$ cat config.mk
export PLATFORM = sky130hd
export DESIGN_NAME = ilir_cell
export DESIGN_NICKNAME = d
export VERILOG_FILES = /design/src/design/ilir_pkg.sv /design/src/design/ilir_cell.sv
export SDC_FILE = /design/constraint.sdc
export NUM_CORES = 1
export LEC_CHECK = 0
export ABC_CLOCK_PERIOD_IN_PS = 4100
export BUFFER_PORTS_ARGS = -buffer_cell sky130_fd_sc_hd__clkbuf_2
export CAP_MARGIN = 10
export CORE_ASPECT_RATIO = 0.6
export CORE_MARGIN = 10
export CORE_UTILIZATION = 47
export CTS_BUF_LIST = sky130_fd_sc_hd__clkbuf_2
export DETAILED_ROUTE_END_ITERATION = 6
export GPL_ROUTABILITY_DRIVEN = 0
export PLACE_DENSITY = 0.86
export REMOVE_ABC_BUFFERS = 1
export SLEW_MARGIN = 20
export SYNTH_ARGS = -nofsm -noshare
export SYNTH_HDL_FRONTEND = slang
export SYNTH_SLANG_ARGS = --single-unit
export TNS_END_PERCENT = 5
$ cat constraint.sdc
create_clock -name clock -period 4.1 [get_ports clock]
set_input_delay 0.615 -clock clock [delete_from_list [all_inputs] [get_ports clock]]
set_output_delay 0.615 -clock clock [all_outputs]
set_load 0.02 [all_outputs]
$ cat src/design/ilir_pkg.sv
`default_nettype none
// ----------------------------------------------------------------------------
// ilir_pkg
// Shared sizes, opcodes, status codes and cell control type for the
// indexed list with insert and remove.
// ----------------------------------------------------------------------------
package ilir_pkg;

   localparam int CAPACITY = 64;
   localparam int WORD_W   = 64;
   localparam int OP_W     = 3;
   localparam int POS_W    = 7;
   localparam int OUT_CNT_W = 7;
   localparam int STS_W    = 2;
   localparam int IDX_W    = $clog2(CAPACITY);
   localparam int CNT_W    = $clog2(CAPACITY + 1);
   localparam int CMP_W    = (CNT_W > POS_W) ? CNT_W : POS_W;
   localparam int GRP_SIZE = 8;
   localparam int GRP_N    = (CAPACITY + GRP_SIZE - 1) / GRP_SIZE;

   localparam logic [OP_W-1:0] OP_PUSH   = 3'd0;
   localparam logic [OP_W-1:0] OP_POP    = 3'd1;
   localparam logic [OP_W-1:0] OP_GET    = 3'd2;
   localparam logic [OP_W-1:0] OP_INSERT = 3'd3;
   localparam logic [OP_W-1:0] OP_REMOVE = 3'd4;

   localparam logic [STS_W-1:0] STS_DONE  = 2'd0;
   localparam logic [STS_W-1:0] STS_RANGE = 2'd1;
   localparam logic [STS_W-1:0] STS_FULL  = 2'd2;
   localparam logic [STS_W-1:0] STS_EMPTY = 2'd3;

   // broadcast to every cell for one operation
   typedef struct packed {
      logic             ins;
      logic             rem;
      logic             get;
      logic [CMP_W-1:0] pos;
   } cell_ctl_type;

endpackage

`default_nettype wire

$ cat src/design/ilir_cell.sv
`default_nettype none
// ----------------------------------------------------------------------------
// ilir_cell
// One list entry: holds a word, takes the new word or its lower neighbor's
// word on insert, its upper neighbor's on remove, and drives it when read.
// ----------------------------------------------------------------------------
module ilir_cell
   import ilir_pkg::*;
(
   input  wire logic              clock,
   input  wire logic [IDX_W-1:0]  cell_idx,
   input  wire cell_ctl_type      ctl,
   input  wire logic [WORD_W-1:0] word_new,
   input  wire logic [WORD_W-1:0] word_lo,
   input  wire logic [WORD_W-1:0] word_hi,
   output logic      [WORD_W-1:0] word_q,
   output logic      [WORD_W-1:0] read_q
);

   logic [WORD_W-1:0] word_ff;
   logic [WORD_W-1:0] word_in;
   logic [CMP_W-1:0]  idx_x;

   assign idx_x = CMP_W'(cell_idx);

   always_comb begin
      word_in = word_ff;
      if (ctl.ins) begin
         if (idx_x > ctl.pos) begin
            word_in = word_lo;
         end else if (idx_x == ctl.pos) begin
            word_in = word_new;
         end
      end else if (ctl.rem) begin
         if (idx_x >= ctl.pos) begin
            word_in = word_hi;
         end
      end
   end

   always_ff @(posedge clock) begin
      word_ff <= word_in;
   end

   assign word_q = word_ff;
   assign read_q = (ctl.get && idx_x == ctl.pos) ? word_ff : '0;

endmodule

`default_nettype wire

# --- Word level (Yosys, flattened, before mapping) ---
# Cells that the tools add are included.
word_totals:
  out_inout_bits: 128
  elab_cells: 15
  reg_bits: 64
classes:
  eq_ne: 2
  n_lt_le_gt_ge: 2
  reduce_logical: 4
  muxes: 6
op_table:
  columns: ["operator", "n"]
  rows:
  - ["two-way mux 64 bit", 6]
  - ["equality test 6 x 7 -> 1 bit", 1]
  - [">= comparator 6 x 7 -> 1 bit", 1]
  - ["greater-than comparator 6 x 7 -> 1 bit", 1]
  - ["nonzero test 2 bit", 2]
  - ["!= test 3 x 1 -> 1 bit, second input constant", 1]
  - ["AND reduction 3 bit", 1]
  - ["logical AND 1 bit", 1]

# --- Depth between registers and ports, before layout ---
# Gate-level depths: netlist of run 1.
depth:
  depth_word: 4
  depth_mapped: 9
  depth_no_buf: 6

# --- Least setup slack after synthesis of run 1 ---
# No wires, ideal clock.
synth_path:
  path_kind: "input port to flip-flop"
  startpoint: "input port ctl[2] in the netlist's numbering"
  endpoint: "register word_ff[0] (netlist: word_q[0]), enable pin"
  cell_stages: 7
  required_ns: 3.673
  slack_ns: 0.603
  t_arrival_ns: 3.070
  cell_sequence: "inv_1 > ha_1 > nand3_1 > buf_2 > clkbuf_1 > a31oi_1 > o22a_1"
synth_between:
  elab_chain_cells: 3
  elab_cells_between_ends: 6
  classes_between: "2 x order compare; 2 x eq/ne; 2 x reduce/logical"
synth_lines:
  columns: ["item", "line", "rtl"]
  rows:
  - ["start, declared", "ilir_cell.sv:12", "input wire cell_ctl_type ctl,"]
  - ["greater-than comparator 6 x 7 -> 1 bit (tied with other cells)", "ilir_cell.sv:29", "if (idx_x > ctl.pos) begin"]
  - ["!= test 3 x 1 -> 1 bit (no line) / nonzero test 2 bit (equally long branches)", null, null]
  - ["AND reduction 3 bit (no line) *", null, null]
  - ["end signal, assigned", "ilir_cell.sv:42", "word_ff <= word_in;"]
  - ["end, declared", "ilir_cell.sv:20", "logic [WORD_W-1:0] word_ff;"]
# Every way passes the cells marked *; elsewhere a longest branch is shown, timed or not.
# A chain may end at the register's enable or synchronous reset.

# --- Worst setup path after layout of run 1 ---
layout_path:
  startpoint: "input port ctl[5] in the netlist's numbering"
  endpoint: "output port read_q[11]"
layout_between:
  elab_chain_cells: 3
layout_lines:
  columns: ["item", "line", "rtl"]
  rows:
  - ["equality test 6 x 7 -> 1 bit", "ilir_cell.sv:46", "assign read_q = (ctl.get && idx_x == ctl.pos) ? word_ff : '0;"]
  - ["logical AND 1 bit", "ilir_cell.sv:46", null]
  - ["two-way mux 64 bit", "ilir_cell.sv:46", null]
  - ["end, declared", "ilir_cell.sv:17", "output logic [WORD_W-1:0] read_q"]
# No other way between the ends.

==> parameters.txt, run 1 <==
Parameter                              Value

Clocking
  Clock tree from TritonCTS ... yes
  CTS root buffer ... sky130_fd_sc_hd__clkbuf_2
  Number of CTS-inserted buffers ... 9
  Total of cells resized after clock tree synthesis ... 0
  Clock input transition at the sequential cells of the worst setup and hold paths ... 0.21 ns
  Number of buffers added to fix hold violations after cts ... 0
  Max Root-Sink Buffers ... 2
  Postcts setup bufs ... 0
  Number of sinks handled by clock tree synthesis ... 64
  Count of H-tree levels built during CTS ... 3

Cells and area
  Filler cell count in the final layout ... 1,134
  Number of flip-flops in the largest register ... 64
  Number of non-filler instances in the completed layout ... 1,192
  Area overhead of the layout relative to synthesis ... 30.26%
  Antenna cells ... 0
  Net count reported at finish ... 1,232
  Layout cells sized above 1 ... 0.3738

Floorplan
  Floorplan die width ... 168.5 µm
  Initial Utilization ... 0.4823
  Core Region ... 12,890 µm²
  Height of the chip ... 109.1 µm
  Die area ... 18,380 µm²
  Count of standard-cell rows ... 32
  IO Pins ... 337

Drt
  Post-Route WL ... 26.01 mm
  Post-DR wirelength/cell ... 21.82 µm
  Via density ... 6.026
  Via count ... 7,183
  Detailed-route DRC error count ... 0
  Remaining antenna violation count after routing ... 0
  Iteration count of the initial detailed-routing pass ... 5
  Initial DRC Count ... 617

Worst setup path
  Top Family by Delay on Critical Path ... simple AND/OR/NAND/NOR gates
  Worst stage delay on the critical path ... 0.61 ns
  Cell occurring most often along the worst timing path ... sky130_fd_sc_hd__clkbuf_2
  Type of origin of the critical path ... input port
  CP cell instances ... clkbuf_2 > inv_1 > ha_1 > nand4b_4 > nor2_4 > buf_12 > and3_1 > clkbuf_2
  Buf+Inv Stages, Crit Path ... 4
  Critical Path AT ... 2.52 ns
  Required time of the critical path ... 3.48 ns
  Slowest CP cell ... sky130_fd_sc_hd__nor2_4
  Highest fanout seen on the critical path ... 33
  Crit end category ... output pin
  Critical path class ... input port to output pin

Pwr
  Peak supply drop ... 0.1158 mV
  Post-layout power ... 1.995 mW
  Clock share of power ... 0.198
  Switching Power ... 769.0 µW
  Static Leak ... 4.240 nW
  Internal power of the cells ... 1.226 mW
  Switching power as a share of total power ... 0.3854
  Comb power frac ... 0.376
  Sequential fraction of design power ... 0.427
  Power per Cell Area ... 246.3 nW/µm²

Timing
  Tightest Pin Transition ... 0.9293 ns
  Min Tclk post-route ... 3.131 ns
  Fmax achieved ... 319.4 MHz
  Final Hold Violating Endpoints ... 0
  Final Setup Violations ... 0
  Final hold slack ... 0.4440 ns
  Setup TNS after final layout ... 0 ns
  Slew headroom ... 0.3804
  Share of the clock period used by the worst path ... 0.7636
  Max-slew violation count ... 0
  Setup repair after global routing missed its margin ... false

Synth
  XOR/XNOR Fraction of Synth Area ... 0
  Number of warnings printed during yosys synthesis ... 0
  Synthesized-area fraction occupied by ao, oa, aoi and oai cells ... 0.3060
  Dominant combinational cell family by area after synthesis ... compound AO/OA/AOI/OAI gates
  Most area-consuming cells after synthesis ... sky130_fd_sc_hd__edfxtp_1 (31%), sky130_fd_sc_hd__mux2i_1 (9.3%), sky130_fd_sc_hd__o32ai_1 (9.0%), sky130_fd_sc_hd__a211oi_1 (7.8%), sky130_fd_sc_hd__inv_1 (7.4%)
  FF+latch count, synth ... 64
  Fraction of synthesized area in multiplexers ... 0.09336
  Simple-gate share of the synthesized area ... 0.1487
  Share of synthesized cell area in full adder, half adder and majority cells ... 0.01207
  Most repeated cell in the gate-level netlist after synthesis ... sky130_fd_sc_hd__inv_1
  Async S/R FF share, synth ... 0
  Prevailing post-synth register cell ... sky130_fd_sc_hd__edfxtp_1
  Combined area of all synthesized cells ... 6218 µm²
  Top post-synthesis cells by count ... sky130_fd_sc_hd__inv_1 (122), sky130_fd_sc_hd__a211oi_1 (65), sky130_fd_sc_hd__and3_1 (64), sky130_fd_sc_hd__edfxtp_1 (64), sky130_fd_sc_hd__o32ai_1 (64)
  Number of flops mapped to enable cells by yosys ... 64
  Area share of the largest cell type after synthesis ... 0.3091
  Average size of a mapped cell ... 8.460 µm²
  Gate Count Post-Synth ... 735
  Yosys cell types ... 33
  Sequential element share of the synthesized area ... 0.3091
  Biggest area consumer among synthesized cells ... sky130_fd_sc_hd__edfxtp_1

Global routing
  Vias in the first global route ... 7,312
  Maximum number of pins on one net before global-route repair ... 65
  Antenna violations before repair ... 0
  First-pass GRT wire length ... 39.86 mm
  Total track usage ... 0.2652
  Total congestion overflow ... 0

Worst hold path
  Worst min-delay path class ... input port to flip-flop

Placed design
  Count of input and output buffers ... 336
  Placed instance count ... 1,176
  HPWL Detailed ... 18.89 mm

Run status
  Run status ... completed

Flow run
  Max-cap check violation count ... 0
[per-layer routing]
metal	share of wire	GRT usage	wire [µm]	up-vias
met5	0	0	0	-
met4	0.018	0.06498	456	0
met3	0.11	0.08911	2981	44
met2	0.48	0.4459	12370	474
met1	0.39	0.3234	10200	3338
li1	-	-	-	3327
[cells in the final DEF (no fill, tap or decap), types with 2 or more instances in the layout]
master / count
sky130_fd_sc_hd__nor2b_1: 58
sky130_fd_sc_hd__buf_12: 4
sky130_fd_sc_hd__a211oi_1: 65
sky130_fd_sc_hd__o221ai_1: 6
sky130_fd_sc_hd__buf_4: 12
sky130_fd_sc_hd__clkinv_1: 2
sky130_fd_sc_hd__a21oi_1: 58
sky130_fd_sc_hd__ha_2: 2
sky130_fd_sc_hd__mux2i_1: 58
sky130_fd_sc_hd__clkbuf_2: 345
sky130_fd_sc_hd__nor4_1: 6
sky130_fd_sc_hd__and3_1: 64
sky130_fd_sc_hd__inv_1: 122
sky130_fd_sc_hd__ha_1: 4
sky130_fd_sc_hd__or2_2: 2
sky130_fd_sc_hd__clkinvlp_4: 3
sky130_fd_sc_hd__o211ai_1: 58
sky130_fd_sc_hd__o32ai_1: 64
sky130_fd_sc_hd__edfxtp_1: 64
sky130_fd_sc_hd__nand3b_1: 7
[per-stage QoR]
step / utilization / setup WS (ns) / instance area (µm²)
after floorplan: - / -2.456 / 5867
after global placement: 0.6198 / 1.063 / 7990
after detailed placement: 0.6198 / 0.9760 / 7990
after CTS: 0.6283 / 0.9736 / 8100
after global routing: 0.6283 / 0.8085 / 8100
final: 0.6283 / 0.9693 / 8100
[layout make-up]
type | count | area, µm² | area share
multi-input combinational | 467 | 3542 | 0.4373
sequential | 64 | 1922 | 0.2373
timing repair buffer | 352 | 1852 | 0.2286
inverter | 123 | 461.7 | 0.05700
tap | 170 | 212.7 | 0.02626
clock inverter | 6 | 60.06 | 0.007414
clock buffer | 10 | 50.05 | 0.006179
[power by group through the flow]
stage                     sequential, mW  combinational, mW  clock, mW
after CTS                          0.850              0.745      0.406
final                              0.851              0.749      0.395
after global routing               0.858              0.804      0.440
after floorplan                    0.936              0.333          0
after global placement             0.863              0.728          0
after detailed placement           0.865              0.743          0
[worst paths after layout]
check | from | to | slack, ns | cells past startpoint
hold / removal | word_new[10] | word_q[10] | 0.44 | 3
setup / recovery | ctl[5] | read_q[11] | 0.97 | 8
[cell families after synthesis]
| logic type | after synthesis |
|---|---|
| compound gates | 259 |
| fa+ha+maj | 6 |
| flops | 64 |
| buf+inv | 204 |
| mux | 58 |
| simple gates | 144 |
(Power assumes the default switching activity.)
==> inputs of run 2 (changes only) <==
Settings changed: ABC_CLOCK_PERIOD_IN_PS 4100 to 2800, CORE_UTILIZATION 47 to 43, PLACE_DENSITY 0.86 to 0.83.
Clock period 4.1 ns to 2.8 ns, I/O delays scaled along.
==> run 2 against run 1 <==
Sequential share of layout area fell by 0.31 points. First-iteration DRC count increased by 13%. Design area grew 1.3%. Worst setup slack got worse by 0.50 ns. Critical path depth is the same. Clock power grew 20%. Sequential power grew 47%. Routed wire length rose by 1.2%. Cell count up 2.7%. Worst hold slack worse by 0.18 ns. Global-route usage is 1.5 points lower. Core utilization fell by 3.8 points.
==> parameters.txt, run 2 (same netlist as run 1, synthesis figures left out) <==
Parameter                              Value

Clocking
  Clock input transition at the sequential cells of the worst setup and hold paths ... 0.19 ns (was 0.21 ns)
  Number of CTS-inserted buffers ... 9 (unchanged)
  Clock tree from TritonCTS ... yes (unchanged)
  CTS root buffer ... sky130_fd_sc_hd__clkbuf_2 (unchanged)
  Number of buffers added to fix hold violations after cts ... 0 (unchanged)
  Count of H-tree levels built during CTS ... 3 (unchanged)
  Postcts setup bufs ... 0 (unchanged)
  Max Root-Sink Buffers ... 2 (unchanged)
  Number of sinks handled by clock tree synthesis ... 64 (unchanged)
  Total of cells resized after clock tree synthesis ... 0 (unchanged)

Timing
  Slew headroom ... 0.5730 (was 0.3804)
  Share of the clock period used by the worst path ... 0.8307
  Final Hold Violating Endpoints ... 0 (unchanged)
  Final setup slack of the worst path ... 0.4740 ns (was 0.9693 ns)
  Min Tclk post-route ... 2.326 ns
  Final Setup Violations ... 0 (unchanged)
  Tightest Pin Transition ... 0.6405 ns (was 0.9293 ns)
  Setup TNS after final layout ... 0 ns (unchanged)
  Setup repair after global routing missed its margin ... false (unchanged)
  Max-slew violation count ... 0 (unchanged)
  Fmax achieved ... 429.9 MHz

Worst hold path
  End of the worst hold path ... word_q[21] (was word_q[10])
  Launch point of the worst hold path ... word_new[21] (was word_new[10])
  Worst min-delay path class ... input port to flip-flop (unchanged)
  Hold path cells ... 3 (unchanged)

Floorplan
  Die area ... 19,830 µm² (was 18,380 µm²)
  Count of standard-cell rows ... 33 (was 32)
  Initial Utilization ... 0.4469 (was 0.4823)
  IO Pins ... 337 (unchanged)
  Height of the chip ... 113.2 µm (was 109.1 µm)
  Core Region ... 13,910 µm² (was 12,890 µm²)
  Floorplan die width ... 175.3 µm (was 168.5 µm)

Pwr
  Switching Power ... 1.114 mW (was 769.0 µW)
  Peak supply drop ... 0.1635 mV (was 0.1158 mV)
  Post-layout power ... 2.841 mW (was 1.995 mW)
  Comb power frac ... 0.394 (was 0.376)
  Internal power of the cells ... 1.727 mW (was 1.226 mW)
  Power per Cell Area ... 346.1 nW/µm² (was 246.3 nW/µm²)
  Switching power as a share of total power ... 0.3921 (was 0.3854)
  Sequential fraction of design power ... 0.439 (was 0.427)
  Clock share of power ... 0.167 (was 0.198)
  Static Leak ... 4.303 nW (was 4.240 nW)

Cells and area
  Net count reported at finish ... 1,243 (was 1,232)
  Number of flip-flops in the largest register ... 64 (unchanged)
  Filler cell count in the final layout ... 1,229 (was 1,134)
  Share of the core filled with cells in the final layout ... 0.5899 (was 0.6283)
  Antenna cells ... 0 (unchanged)
  Layout cells sized above 1 ... 0.3818 (was 0.3738)
  Area overhead of the layout relative to synthesis ... 31.99% (was 30.26%)
  Most common cell after layout, fill and taps aside ... sky130_fd_sc_hd__clkbuf_2 (unchanged)
  Most frequent cells in the layout ... sky130_fd_sc_hd__clkbuf_2 (347), sky130_fd_sc_hd__inv_1 (122), sky130_fd_sc_hd__a211oi_1 (65) (was sky130_fd_sc_hd__clkbuf_2 (345), sky130_fd_sc_hd__inv_1 (122), sky130_fd_sc_hd__a211oi_1 (65))

Drt
  Via density ... 5.892 (was 6.026)
  Iteration count of the initial detailed-routing pass ... 6 (was 5)
  Remaining antenna violation count after routing ... 0 (unchanged)
  Post-DR wirelength/cell ... 21.51 µm (was 21.82 µm)
  Via count ... 7,212 (was 7,183)
  Initial DRC Count ... 696 (was 617)
  Detailed-route DRC error count ... 0 (unchanged)
  Post-Route WL ... 26.33 mm (was 26.01 mm)

Flow run
  Max-cap check violation count ... 0 (unchanged)

Worst setup path
  Critical Path AT ... 1.91 ns (was 2.52 ns)
  Type of origin of the critical path ... input port (unchanged)
  Required time of the critical path ... 2.38 ns (was 3.48 ns)
  Highest fanout seen on the critical path ... 53 (was 33)
  Critical path class ... input port to output pin (unchanged)
  Crit end category ... output pin (unchanged)

Run status
  Run status ... completed (unchanged)

Global routing
  Vias in the first global route ... 7,314 (was 7,312)
  Antenna violations before repair ... 0 (unchanged)
  Total track usage ... 0.2500 (was 0.2652)
  Total congestion overflow ... 0 (unchanged)
  Maximum number of pins on one net before global-route repair ... 67 (was 65)
  First-pass GRT wire length ... 40.45 mm (was 39.86 mm)

Placed design
  Count of input and output buffers ... 336 (unchanged)
  HPWL Detailed ... 19.67 mm (was 18.89 mm)
  Worst slack at placement ... 0.3864 ns (was 0.9760 ns)
[run 2: cell types whose count changed in the layout (fill, tap and decap cells not counted), sizes merged]
cell | before | now
clkinv | 2 | 3
clkbuf | 345 | 347
buf | 17 | 27
bufinv | 1 | 0
clkinvlp | 3 | 1
[run 2: stage by stage]
stage	hold slack [ns]	area, µm²	instances
6_report	0.2670	8208	1224
5_1_grt	0.1788	8208	1224
4_1_cts	0.2004	8208	1224
3_5_place_dp	0.7972	8130	1209
3_3_place_gp	0.7876	8130	1209
2_1_floorplan	0.6945	5867	654
[run 2: layer usage]
layer | part of all wire | wire length (µm) | vias up | global-route usage
met3 | 0.11 | 2984 | 58 | 0.08765
met5 | 0 | 0 | - | 0
li1 | - | - | 3352 | -
met2 | 0.47 | 12290 | 472 | 0.4104
met4 | 0.023 | 603 | 0 | 0.07818
met1 | 0.40 | 10450 | 3330 | 0.3025
[run 2: how the worst max path moves through the flow]
stage	endpoint	startpoint	depth (start not counted)	slack (ns)
6_report	read_q[5]	ctl[4]	8	0.47
5_1_grt	read_q[22]	ctl[4]	8	0.38
4_1_cts	read_q[5]	ctl[4]	8	0.50
3_5_place_dp	word_q[29]	ctl[4]	8	0.39
3_3_place_gp	word_q[30]	ctl[4]	8	0.45
2_1_floorplan	read_q[0]	ctl[2]	5	-3.37
[run 2: area by class of cell]
cell class / instances / area (µm²) / area share
Multi-Input combinational cell: 467 / 3535 / 0.4306
Timing Repair Buffer: 363 / 1972 / 0.2402
Sequential cell: 64 / 1922 / 0.2341
Inverter: 123 / 461.7 / 0.05625
Tap cell: 192 / 240.2 / 0.02927
Clock buffer: 11 / 55.05 / 0.006707
Clock inverter: 4 / 22.52 / 0.002744
[run 2: critical path, cell delays in order]
cell                       delay [ns]
sky130_fd_sc_hd__clkbuf_2        0.08
sky130_fd_sc_hd__inv_1           0.03
sky130_fd_sc_hd__ha_1            0.32
sky130_fd_sc_hd__nand4b_4        0.21
sky130_fd_sc_hd__nor2_4          0.18
sky130_fd_sc_hd__buf_12          0.23
sky130_fd_sc_hd__and3_1          0.22
sky130_fd_sc_hd__clkbuf_2        0.18
[run 2: power by group through the flow]
stage | logic (mW) | clock network, mW | registers, mW
floorplan | 0.488 | 0 | 1.37
global placement | 1.09 | 0 | 1.27
detailed placement | 1.11 | 0 | 1.27
CTS | 1.11 | 0.493 | 1.25
global route | 1.21 | 0.530 | 1.26
finish | 1.12 | 0.474 | 1.25
